### config.mk
export PLATFORM = sky130hd
export DESIGN_NAME = topic_subscription_table_flat
export DESIGN_NICKNAME = d
export VERILOG_FILES = /design/src/sv/tst_pkg.sv /design/src/sv/tst_if.sv /design/src/sv/topic_subscription_table.sv /design/src/flat_wrapper.sv
export SDC_FILE = /design/constraint.sdc
export NUM_CORES = 2
export LEC_CHECK = 0
export BUFFER_PORTS_ARGS = -buffer_cell sky130_fd_sc_hd__buf_2
export CAP_MARGIN = 40
export CORE_ASPECT_RATIO = 0.8
export CORE_UTILIZATION = 40
export CTS_BUF_LIST = sky130_fd_sc_hd__clkbuf_8
export DETAILED_ROUTE_END_ITERATION = 7
export PLACE_DENSITY = 0.59
export SYNTH_ARGS = -nofsm -noshare
export SYNTH_HDL_FRONTEND = slang
export SYNTH_SLANG_ARGS = --single-unit
### constraint.sdc
create_clock -name clk_i -period 4.8 [get_ports clk_i]
set_input_delay 0.72 -clock clk_i [delete_from_list [all_inputs] [get_ports clk_i]]
set_output_delay 0.72 -clock clk_i [all_outputs]
set_load 0.01 [all_outputs]
### src/sv/tst_pkg.sv
// Package for the topic subscription table: sizes, command and status codes,
// and the sequencer state type. No dependencies.
package tst_pkg;

  localparam int unsigned TopicSlotsDef   = 16;
  localparam int unsigned SubsPerTopicDef = 16;
  localparam int unsigned ClientLimitDef  = 1024;
  localparam int unsigned KeyBytesDef     = 8;

  localparam int unsigned CmdW    = 2;
  localparam int unsigned KeyW    = 64;
  localparam int unsigned ClientW = 10;
  localparam int unsigned TagW    = 16;
  localparam int unsigned StatusW = 3;

  typedef enum logic [CmdW-1:0] {
    CMD_SUB   = 2'd0,
    CMD_UNSUB = 2'd1,
    CMD_PUB   = 2'd2,
    CMD_NONE  = 2'd3
  } cmd_e;

  typedef enum logic [StatusW-1:0] {
    ST_DELIVER      = 3'd0,
    ST_SUBSCRIBED   = 3'd1,
    ST_ALREADY      = 3'd2,
    ST_REMOVED      = 3'd3,
    ST_NOT_LISTED   = 3'd4,
    ST_TOPICS_FULL  = 3'd5,
    ST_LIST_FULL    = 3'd6,
    ST_NO_RECEIVERS = 3'd7
  } status_e;

  typedef enum logic [3:0] {
    S_IDLE,
    S_KEY_RD,
    S_KEY_CMP,
    S_CNT_RD,
    S_CNT_USE,
    S_ID_RD,
    S_ID_CMP,
    S_SHIFT_RD,
    S_SHIFT_WR,
    S_APPEND,
    S_PUB_RD,
    S_PUB_OUT,
    S_RESULT
  } state_e;

endpackage

### src/sv/tst_if.sv
// Channel interfaces for the topic subscription table: request and result words
// with valid/ready. Depends on tst_pkg.
interface tst_req_if import tst_pkg::*; ();
  logic               valid;
  logic               ready;
  logic [CmdW-1:0]    cmd;
  logic [KeyW-1:0]    topic_key;
  logic [ClientW-1:0] client_id;
  logic [TagW-1:0]    message_tag;
  modport source (output valid, cmd, topic_key, client_id, message_tag, input ready);
  modport sink   (input valid, cmd, topic_key, client_id, message_tag, output ready);
endinterface

interface tst_rsp_if import tst_pkg::*; ();
  logic               valid;
  logic               ready;
  logic [StatusW-1:0] status;
  logic [ClientW-1:0] dest_client;
  logic [TagW-1:0]    out_tag;
  logic               last;
  modport source (output valid, status, dest_client, out_tag, last, input ready);
  modport sink   (input valid, status, dest_client, out_tag, last, output ready);
endinterface

### src/sv/topic_subscription_table.sv
// Topic subscription table top level: memories for keys, counts and ids,
// and the scan sequencer. Depends on tst_pkg and the channel interfaces.
//
// Usage: requests arrive on req_i (cmd, topic_key, client_id, message_tag);
// results leave on rsp_o (status, dest_client, out_tag, last). A word moves
// when valid and ready are both high. One request is worked on at a time.
// The sequencer scans the key memory one entry at a time, then the
// subscriber list one entry at a time, since every memory read is
// registered before the compare. An unsubscribe shifts each later entry
// down one place, read and then written; a publish gives one word per
// subscriber, each read and then sent, and waits while the receiver stalls.
// Results sit in an output register; when the receiver stalls, the sequencer
// waits on that register and nothing is lost. A request with code 3 gives no
// result. Reset clears the topic count and the sequencer; the memories keep
// their contents and are only read where written, so no clearing pass runs.
module topic_subscription_table import tst_pkg::*; #(
  parameter int unsigned TOPIC_SLOTS    = TopicSlotsDef,
  parameter int unsigned SUBS_PER_TOPIC = SubsPerTopicDef,
  parameter int unsigned CLIENT_LIMIT   = ClientLimitDef,
  parameter int unsigned KEY_BYTES      = KeyBytesDef
) (
  input  logic         clk_i,
  input  logic         rst_ni,
  tst_req_if.sink      req_i,
  tst_rsp_if.source    rsp_o
);

  localparam int unsigned SlotW  = (TOPIC_SLOTS > 1) ? $clog2(TOPIC_SLOTS) : 1;
  localparam int unsigned UsedW  = $clog2(TOPIC_SLOTS + 1);
  localparam int unsigned CntW   = $clog2(SUBS_PER_TOPIC + 1);
  localparam int unsigned IdDep  = TOPIC_SLOTS * SUBS_PER_TOPIC;
  localparam int unsigned IdAddrW = (IdDep > 1) ? $clog2(IdDep) : 1;
  localparam logic [KeyW-1:0] KeyMask =
    (KEY_BYTES >= 8) ? {KeyW{1'b1}} : ((KeyW'(1) << (8 * KEY_BYTES)) - KeyW'(1));
  localparam logic [ClientW:0] ClientLim =
    (CLIENT_LIMIT > 1024) ? (ClientW+1)'(1024) : (ClientW+1)'(CLIENT_LIMIT);

  // Memories.
  logic [KeyW-1:0]    key_mem [TOPIC_SLOTS];
  logic [CntW-1:0]    cnt_mem [TOPIC_SLOTS];
  logic [ClientW-1:0] id_mem  [IdDep];
  logic [KeyW-1:0]    key_rd;
  logic [CntW-1:0]    cnt_rd;
  logic [ClientW-1:0] id_rd;

  state_e state_q, state_d;
  logic [UsedW-1:0]   used_q, used_d;
  logic [UsedW-1:0]   tidx_q, tidx_d;
  logic [CntW-1:0]    pos_q, pos_d;
  logic [CntW-1:0]    n_q, n_d;
  logic               found_q, found_d;
  logic [SlotW-1:0]   slot_q, slot_d;
  logic [ClientW-1:0] shift_q, shift_d;
  cmd_e               cmd_q;
  logic [KeyW-1:0]    key_q;
  logic [ClientW-1:0] client_q;
  logic [TagW-1:0]    tag_q;
  logic               client_ok_q;

  // Output register.
  logic               ov_q, ov_d;
  logic [StatusW-1:0] ost_q, ost_d;
  logic [ClientW-1:0] odst_q, odst_d;
  logic [TagW-1:0]    otag_q, otag_d;
  logic               olast_q, olast_d;

  // Memory controls.
  logic               key_we, cnt_we, id_we;
  logic [SlotW-1:0]   key_ra, cnt_a;
  logic [IdAddrW-1:0] id_ra, id_wa;
  logic [ClientW-1:0] id_wd;
  logic [CntW-1:0]    cnt_wd;

  logic out_free;
  logic accept;

  assign out_free = !ov_q || rsp_o.ready;
  assign accept   = req_i.valid && req_i.ready;
  assign req_i.ready = (state_q == S_IDLE);

  function automatic logic [IdAddrW-1:0] id_addr(logic [SlotW-1:0] s, logic [CntW-1:0] p);
    logic [IdAddrW+CntW:0] a;
    a = (IdAddrW+CntW+1)'(s) * (IdAddrW+CntW+1)'(SUBS_PER_TOPIC) + (IdAddrW+CntW+1)'(p);
    return a[IdAddrW-1:0];
  endfunction

  // A new topic takes the slot at the current topic count.
  always_ff @(posedge clk_i) begin
    if (key_we) key_mem[used_q[SlotW-1:0]] <= key_q;
    key_rd <= key_mem[key_ra];
    if (cnt_we) cnt_mem[cnt_a] <= cnt_wd;
    cnt_rd <= cnt_mem[cnt_a];
    if (id_we) id_mem[id_wa] <= id_wd;
    id_rd <= id_mem[id_ra];
  end

  // Request capture.
  always_ff @(posedge clk_i) begin
    if (accept) begin
      cmd_q       <= cmd_e'(req_i.cmd);
      key_q       <= req_i.topic_key & KeyMask;
      client_q    <= req_i.client_id;
      tag_q       <= req_i.message_tag;
      client_ok_q <= ({1'b0, req_i.client_id} < ClientLim);
    end
  end

  // Next state.
  always_comb begin
    state_d = state_q;
    used_d  = used_q;
    tidx_d  = tidx_q;
    pos_d   = pos_q;
    n_d     = n_q;
    found_d = found_q;
    slot_d  = slot_q;
    unique case (state_q)
      S_IDLE: begin
        if (accept) begin
          tidx_d  = '0;
          found_d = 1'b0;
          state_d = (cmd_e'(req_i.cmd) == CMD_NONE) ? S_IDLE : S_KEY_RD;
        end
      end
      S_KEY_RD: begin
        if (tidx_q >= used_q) begin
          state_d = S_CNT_RD;
        end else begin
          state_d = S_KEY_CMP;
        end
      end
      S_KEY_CMP: begin
        if (key_rd == key_q) begin
          found_d = 1'b1;
          slot_d  = tidx_q[SlotW-1:0];
          state_d = S_CNT_RD;
        end else begin
          tidx_d  = tidx_q + UsedW'(1);
          state_d = S_KEY_RD;
        end
      end
      S_CNT_RD: begin
        // From here on found tells whether the client is listed.
        state_d = S_RESULT;
        found_d = 1'b0;
        if (cmd_q == CMD_SUB && client_ok_q) begin
          if (found_q) begin
            state_d = S_CNT_USE;
          end else if (used_q < UsedW'(TOPIC_SLOTS)) begin
            slot_d  = used_q[SlotW-1:0];
            used_d  = used_q + UsedW'(1);
            n_d     = '0;
            state_d = S_APPEND;
          end
        end else if (found_q && (cmd_q == CMD_PUB || client_ok_q)) begin
          state_d = S_CNT_USE;
        end
      end
      S_CNT_USE: begin
        n_d   = cnt_rd;
        pos_d = '0;
        if (cmd_q == CMD_PUB) begin
          state_d = (cnt_rd == '0) ? S_RESULT : S_PUB_RD;
        end else begin
          state_d = S_ID_RD;
        end
      end
      S_ID_RD: begin
        if (pos_q >= n_q) begin
          state_d = (cmd_q == CMD_SUB && n_q < CntW'(SUBS_PER_TOPIC)) ? S_APPEND : S_RESULT;
        end else begin
          state_d = S_ID_CMP;
        end
      end
      S_ID_CMP: begin
        if (id_rd == client_q) begin
          if (cmd_q == CMD_SUB) begin
            state_d = S_RESULT;
          end else begin
            pos_d   = pos_q + CntW'(1);
            state_d = S_SHIFT_RD;
          end
          found_d = 1'b1;
        end else begin
          found_d = 1'b0;
          pos_d   = pos_q + CntW'(1);
          state_d = S_ID_RD;
        end
      end
      S_SHIFT_RD: begin
        // pos_q points at the entry that moves down one place.
        state_d = (pos_q >= n_q) ? S_RESULT : S_SHIFT_WR;
      end
      S_SHIFT_WR: begin
        pos_d   = pos_q + CntW'(1);
        state_d = S_SHIFT_RD;
      end
      S_APPEND: begin
        found_d = 1'b0;
        state_d = S_RESULT;
      end
      S_PUB_RD: begin
        state_d = S_PUB_OUT;
      end
      S_PUB_OUT: begin
        if (out_free) begin
          pos_d   = pos_q + CntW'(1);
          state_d = (pos_q + CntW'(1) >= n_q) ? S_IDLE : S_PUB_RD;
        end
      end
      S_RESULT: begin
        if (out_free) state_d = S_IDLE;
      end
      default: state_d = S_IDLE;
    endcase
  end

  // Memory and output controls.
  always_comb begin
    key_we = 1'b0;
    cnt_we = 1'b0;
    id_we  = 1'b0;
    key_ra = tidx_q[SlotW-1:0];
    cnt_a  = slot_q;
    cnt_wd = n_q;
    id_ra  = id_addr(slot_q, pos_q);
    id_wa  = id_addr(slot_q, n_q);
    id_wd  = client_q;
    ov_d   = ov_q && !rsp_o.ready;
    ost_d  = ost_q;
    odst_d = odst_q;
    otag_d = otag_q;
    olast_d = olast_q;
    shift_d = shift_q;
    unique case (state_q)
      S_CNT_RD: begin
        // Reads the count of the located slot for the next state, or writes the key of a new topic.
        if (state_d == S_APPEND) key_we = 1'b1;
        if (state_d == S_APPEND) begin
          cnt_a = used_q[SlotW-1:0];
        end
      end
      S_SHIFT_WR: begin
        id_we = 1'b1;
        id_wa = id_addr(slot_q, pos_q - CntW'(1));
        id_wd = id_rd;
      end
      S_SHIFT_RD: begin
        if (pos_q >= n_q) begin
          cnt_we = 1'b1;
          cnt_wd = n_q - CntW'(1);
        end
      end
      S_APPEND: begin
        id_we  = 1'b1;
        cnt_we = 1'b1;
        cnt_wd = n_q + CntW'(1);
      end
      S_PUB_OUT: begin
        if (out_free) begin
          ov_d    = 1'b1;
          ost_d   = ST_DELIVER;
          odst_d  = id_rd;
          otag_d  = tag_q;
          olast_d = (pos_q + CntW'(1) >= n_q);
        end
      end
      S_RESULT: begin
        if (out_free) begin
          ov_d    = 1'b1;
          odst_d  = client_q;
          otag_d  = '0;
          olast_d = 1'b1;
          case (cmd_q)
            CMD_SUB: begin
              if (!client_ok_q) ost_d = ST_LIST_FULL;
              else ost_d = shift_q[StatusW-1:0];
            end
            CMD_UNSUB: ost_d = found_q ? ST_REMOVED : ST_NOT_LISTED;
            default: begin
              ost_d  = ST_NO_RECEIVERS;
              otag_d = tag_q;
            end
          endcase
        end
      end
      default: ;
    endcase
    // The subscribe outcome is decided on the way into the result state.
    if (state_q != S_RESULT && state_d == S_RESULT && cmd_q == CMD_SUB) begin
      if (state_q == S_APPEND) shift_d = ClientW'(ST_SUBSCRIBED);
      else if (state_q == S_ID_CMP) shift_d = ClientW'(ST_ALREADY);
      else if (state_q == S_ID_RD) shift_d = ClientW'(ST_LIST_FULL);
      else shift_d = ClientW'(ST_TOPICS_FULL);
    end
  end

  always_ff @(posedge clk_i or negedge rst_ni) begin
    if (!rst_ni) begin
      state_q <= S_IDLE;
      used_q  <= '0;
      ov_q    <= 1'b0;
    end else begin
      state_q <= state_d;
      used_q  <= used_d;
      ov_q    <= ov_d;
    end
  end

  always_ff @(posedge clk_i) begin
    tidx_q  <= tidx_d;
    pos_q   <= pos_d;
    n_q     <= n_d;
    found_q <= found_d;
    slot_q  <= slot_d;
    shift_q <= shift_d;
    ost_q   <= ost_d;
    odst_q  <= odst_d;
    otag_q  <= otag_d;
    olast_q <= olast_d;
  end

  assign rsp_o.valid       = ov_q;
  assign rsp_o.status      = ost_q;
  assign rsp_o.dest_client = odst_q;
  assign rsp_o.out_tag     = otag_q;
  assign rsp_o.last        = olast_q;

`ifndef ASSERT_OFF
  a_used_bound: assert property (@(posedge clk_i) disable iff (!rst_ni)
    used_q <= UsedW'(TOPIC_SLOTS)) else $error("topic count beyond table size");
  a_used_step: assert property (@(posedge clk_i) disable iff (!rst_ni)
    used_q != $past(used_q) |-> used_q == $past(used_q) + UsedW'(1))
    else $error("topic count moved by more than one");
  a_busy_no_accept: assert property (@(posedge clk_i) disable iff (!rst_ni)
    state_q != S_IDLE |-> !req_i.ready) else $error("request taken while busy");
`endif

endmodule
### src/flat_wrapper.sv
// flat-port wrapper written by rule: the top's interface ports become plain ports
module topic_subscription_table_flat import tst_pkg::*;
#(
  parameter int unsigned TOPIC_SLOTS    = TopicSlotsDef,
  parameter int unsigned SUBS_PER_TOPIC = SubsPerTopicDef,
  parameter int unsigned CLIENT_LIMIT   = ClientLimitDef,
  parameter int unsigned KEY_BYTES      = KeyBytesDef
)
  (clk_i, rst_ni, req_i_valid, req_i_cmd, req_i_topic_key, req_i_client_id, req_i_message_tag, req_i_ready, rsp_o_valid, rsp_o_status, rsp_o_dest_client, rsp_o_out_tag, rsp_o_last, rsp_o_ready);
  tst_req_if req_i_i ();
  tst_rsp_if rsp_o_i ();
  input  logic clk_i;
  input  logic rst_ni;
  input wire logic [$bits(req_i_i.valid)-1:0] req_i_valid;
  input wire logic [$bits(req_i_i.cmd)-1:0] req_i_cmd;
  input wire logic [$bits(req_i_i.topic_key)-1:0] req_i_topic_key;
  input wire logic [$bits(req_i_i.client_id)-1:0] req_i_client_id;
  input wire logic [$bits(req_i_i.message_tag)-1:0] req_i_message_tag;
  output wire logic [$bits(req_i_i.ready)-1:0] req_i_ready;
  output wire logic [$bits(rsp_o_i.valid)-1:0] rsp_o_valid;
  output wire logic [$bits(rsp_o_i.status)-1:0] rsp_o_status;
  output wire logic [$bits(rsp_o_i.dest_client)-1:0] rsp_o_dest_client;
  output wire logic [$bits(rsp_o_i.out_tag)-1:0] rsp_o_out_tag;
  output wire logic [$bits(rsp_o_i.last)-1:0] rsp_o_last;
  input wire logic [$bits(rsp_o_i.ready)-1:0] rsp_o_ready;
  assign req_i_i.valid = req_i_valid;
  assign req_i_i.cmd = req_i_cmd;
  assign req_i_i.topic_key = req_i_topic_key;
  assign req_i_i.client_id = req_i_client_id;
  assign req_i_i.message_tag = req_i_message_tag;
  assign req_i_ready = req_i_i.ready;
  assign rsp_o_valid = rsp_o_i.valid;
  assign rsp_o_status = rsp_o_i.status;
  assign rsp_o_dest_client = rsp_o_i.dest_client;
  assign rsp_o_out_tag = rsp_o_i.out_tag;
  assign rsp_o_last = rsp_o_i.last;
  assign rsp_o_i.ready = rsp_o_ready;
  topic_subscription_table #(.TOPIC_SLOTS(TOPIC_SLOTS), .SUBS_PER_TOPIC(SUBS_PER_TOPIC), .CLIENT_LIMIT(CLIENT_LIMIT), .KEY_BYTES(KEY_BYTES)) u_core (.clk_i(clk_i), .rst_ni(rst_ni), .req_i(req_i_i), .rsp_o(rsp_o_i));
endmodule
==> summary.md <==
| Metric | Value |
|---|---|
| Worst hold path type | primary input to flip-flop |
| Drt first pass iters | 6 |
| Fin worst setup slack | 0.441 ns |
| Drt via density | 5.65 |
| Remaining antenna violation count after routing | 0 |
| Clk pwr share | 0.285 |
| Synthesized area | 0.148 sq mm |
| CTS tree | yes |
| Distinct cells, synth | 69 |
| CTS resizes | 0 |
| Worst-path clk slew | 0.07 ns |
| Post-DP HPWL | 221000 um |
| CP Data Required Time | 5.85 ns |
| Vias in the first global route | 74.7k |
| Share of layout cells above drive strength 1 | 0.298 |
| Setup TNS | 0 ns |
| Net Sw Power | 28.3 mW |
| DP Cell Count | 11.9k |
| Overflow after GRT | 0 |
| Worst skew pair latency | 1.16 ns |
| Drt drc | 0 |
| Root buf cell | clkbuf_8 |
| TritonCTS Buffers | 612 |
| Power per Cell Area | 533 mW/mm^2 |
| Max FO, Critical Path | 42 |
| Clock sinks | 3898 |
| Clock Skew | 0.107 ns |
| Int Pwr | 62.6 mW |
| Startpoint types | flip-flop |
| Seq/Total Area, Yosys | 0.783 |
| Slew of the pin with the lowest slew margin | 0.955 ns |
| Final Setup Violations | 0 |
| Cell row count | 199 |
| Final critical-path share of the clock period | 0.908 |
| Setup crit end kind | flip-flop |
| Worst slew margin | 0.358 |
| H-tree Lvls | 6 |
| Final RePlAce weighted congestion | 0.841 |
| Starting density of the core | 0.403 |
| Area growth, synth to finish | 14.9% |
| Final Critical Period | 4.36 ns |
| Gate Count Post-Synth | 6687 |
| Clock buffer depth | 4 |
| Number of synthesized register bits | 3898 |
| Yosys warnings | 0 |
| Layout Cells excl Fill | 13.1k |
| EDFF count, synth | 3809 |
| # port buffers | 127 |
| Status | finished, final reports clean |
| Critical path data arrival time | 5.41 ns |
| Final Net Count | 7797 |
| First-pass GRT wire length | 540000 um |
| Starting DRT DRC Count | 9282 |
| Die area | 0.374 sq mm |
| Die Span Y | 547 um |
| Static Leak | 54.2 nW |
| Sequential power share | 0.455 |
| Fmax | 229 MHz |
| I/O Pins | 128 |
| Post-synth net total | 6811 |
| Vias post-DR | 73.8k |
| Avg Cell Area, Syn | 22.2 sq um |
| Die width | 683 um |
| Initial antenna violation count | 23 |
| Sw frac | 0.311 |
| RSZ-0062 raised after global routing | no |
| Peak supply drop | 0.697 mV |
| Max_cap viols | 0 |
| All-Layer GR Usage | 0.198 |
| Final-report hold violation count | 0 |
| Routed wire length per instance | 28.9 um |
| Largest net degree at the start of global routing | 120 |
| Max-slew violation count | 0 |
| Pre-CTS setup slack | 0.596 ns |
| Main synth FF type | edfxtp_1 |
| Ys async rst share | 0.00257 |
| Setup CP Type | flip-flop to flip-flop |
| Comb power frac | 0.260 |
| Final wirelength | 377000 um |
| Core Area | 0.368 sq mm |
-- critical path: stages (launching register included) --
cell and delay [ns]:
edfxtp_1 0.56, buf_4 0.68, buf_4 0.63, mux4_2 0.36
o22a_1 0.17, o221ai_1 0.15, o31ai_1 0.79, o21ai_0 0.59
nor3_1 0.27
-- layout make-up --
type	count	area (sq um)
Clock buffer	648	8920
Sequential cell	3898	116000
Inverter	34	128
Tap cell	4924	6160
Antenna cell	2	5.00
Clock inverter	426	2210
Timing Repair Buffer	711	6110
Fill cell	30292	198000
Multi-Input combinational cell	2416	30900
-- Yosys cell counts (all sizes together) (33+ instances only) --
| cell | instances | area, sq um |
|---|---|---|
| a22oi | 234 | 1760 |
| buf | 181 | 1010 |
| clkbuf | 158 | 601 |
| dfxtp | 79 | 1580 |
| edfxtp | 3809 | 114000 |
| inv | 33 | 124 |
| mux2 | 97 | 1100 |
| mux2i | 80 | 813 |
| mux4 | 920 | 20700 |
| nand2 | 90 | 345 |
| nand3 | 127 | 636 |
| nand4 | 39 | 244 |
| nor2 | 364 | 1370 |
| o22ai | 57 | 357 |
| xnor2 | 81 | 709 |
-- metal layers --
layer  GRT usage  part of all wire  wire (um)
met1       0.296              0.43     164000
met2       0.296              0.45     170000
met3      0.0432             0.092      34800
met4      0.0514             0.024       8930
met5           0           0.00025         95
-- cell usage in the layout (no fill, tap or decap), drive strengths merged, types with 80 or more instances in the layout --
master | netlist | final
nand3 | 127 | 127
mux2 | 97 | 97
mux2i | 80 | 80
clkbuf | 158 | 649
inv | 33 | 255
edfxtp | 3809 | 3809
mux4 | 920 | 920
nor2 | 364 | 364
buf | 181 | 612
clkinv | 1 | 181
a22oi | 234 | 234
dlygate4sd3 | 0 | 96
nand2 | 90 | 90
xnor2 | 81 | 81
-- what timing repair did --
item	in CTS	in global routing
buffers inserted	0	0
hold buffers	96	0
hold endpoints to repair	105	0
-- stage by stage --
stage / area [sq um] / hold WS, ns / power [mW] / utilization
after global placement: 158000 / 0.516 / 65.2 / 0.430
final: 171000 / 0.266 / 90.9 / 0.463
after detailed placement: 158000 / 0.524 / 65.6 / 0.430
after CTS: 171000 / 0.157 / 91.5 / 0.463
after global routing: 171000 / 0.228 / 94.1 / 0.463
after floorplan: 148000 / 0.424 / 56.4 / -
-- power by group through the flow --
stage,logic [mW],clock network [mW],registers [mW]
6_report,23.6,25.9,41.3
5_1_grt,24.8,27.9,41.4
4_1_cts,23.7,26.5,41.3
3_5_place_dp,23.6,0,42.0
3_3_place_gp,23.2,0,42.0
2_1_floorplan,14.5,0,41.9
-- sequential cells by signal, summed over array words and instances (netlist names), 4 cells and up --
name,flops
u_core.id_mem,2560
u_core.key_mem,1024
u_core.cnt_mem,80
u_core.key_q,64
u_core.key_rd,64
u_core.rsp_o.out_tag,16
u_core.tag_q,16
u_core.client_q,10
u_core.id_rd,10
u_core.rsp_o.dest_client,10
u_core.cnt_rd,5
u_core.n_q,5
u_core.pos_q,5
u_core.tidx_q,5
u_core.used_q,5
u_core.slot_q,4
u_core.state_q,4
-- path summary, 6_finish.rpt --
kind / start / to / slack (ns) / depth (start not counted)
max: u_core.pos_q[0] / u_core.id_rd[1] / 0.44 / 8
min: req_i_client_id[6] / u_core.client_q[6] / 0.27 / 2
max reg2reg: u_core.pos_q[0] / u_core.id_rd[1] / 0.44 / 8
min reg2reg: u_core.tag_q[5] / u_core.rsp_o.out_tag[5] / 0.54 / 1
max in group asynchronous: rst_ni / u_core.state_q[2] / 3.81 / 3
min in group asynchronous: rst_ni / u_core.used_q[3] / 0.65 / 3
-- cells by family (layout without fill, tap and decap cells) --
| logic type | count (synthesis) | after routing | share of synthesized area |
|---|---|---|---|
| AND/OR/NAND/NOR | 744 | 744 | 0.0230 |
| buffers and inverters | 373 | 1819 | 0.0117 |
| adder cells (fa/ha/maj) | 28 | 28 | 0.00236 |
| XOR/XNOR | 96 | 96 | 0.00566 |
| other | 0 | 2 | 0 |
| AO/OA/AOI/OAI | 451 | 451 | 0.0220 |
| flip-flops | 3898 | 3898 | 0.783 |
| multiplexers | 1097 | 1097 | 0.153 |
Power figures use the tool's default switching activity.
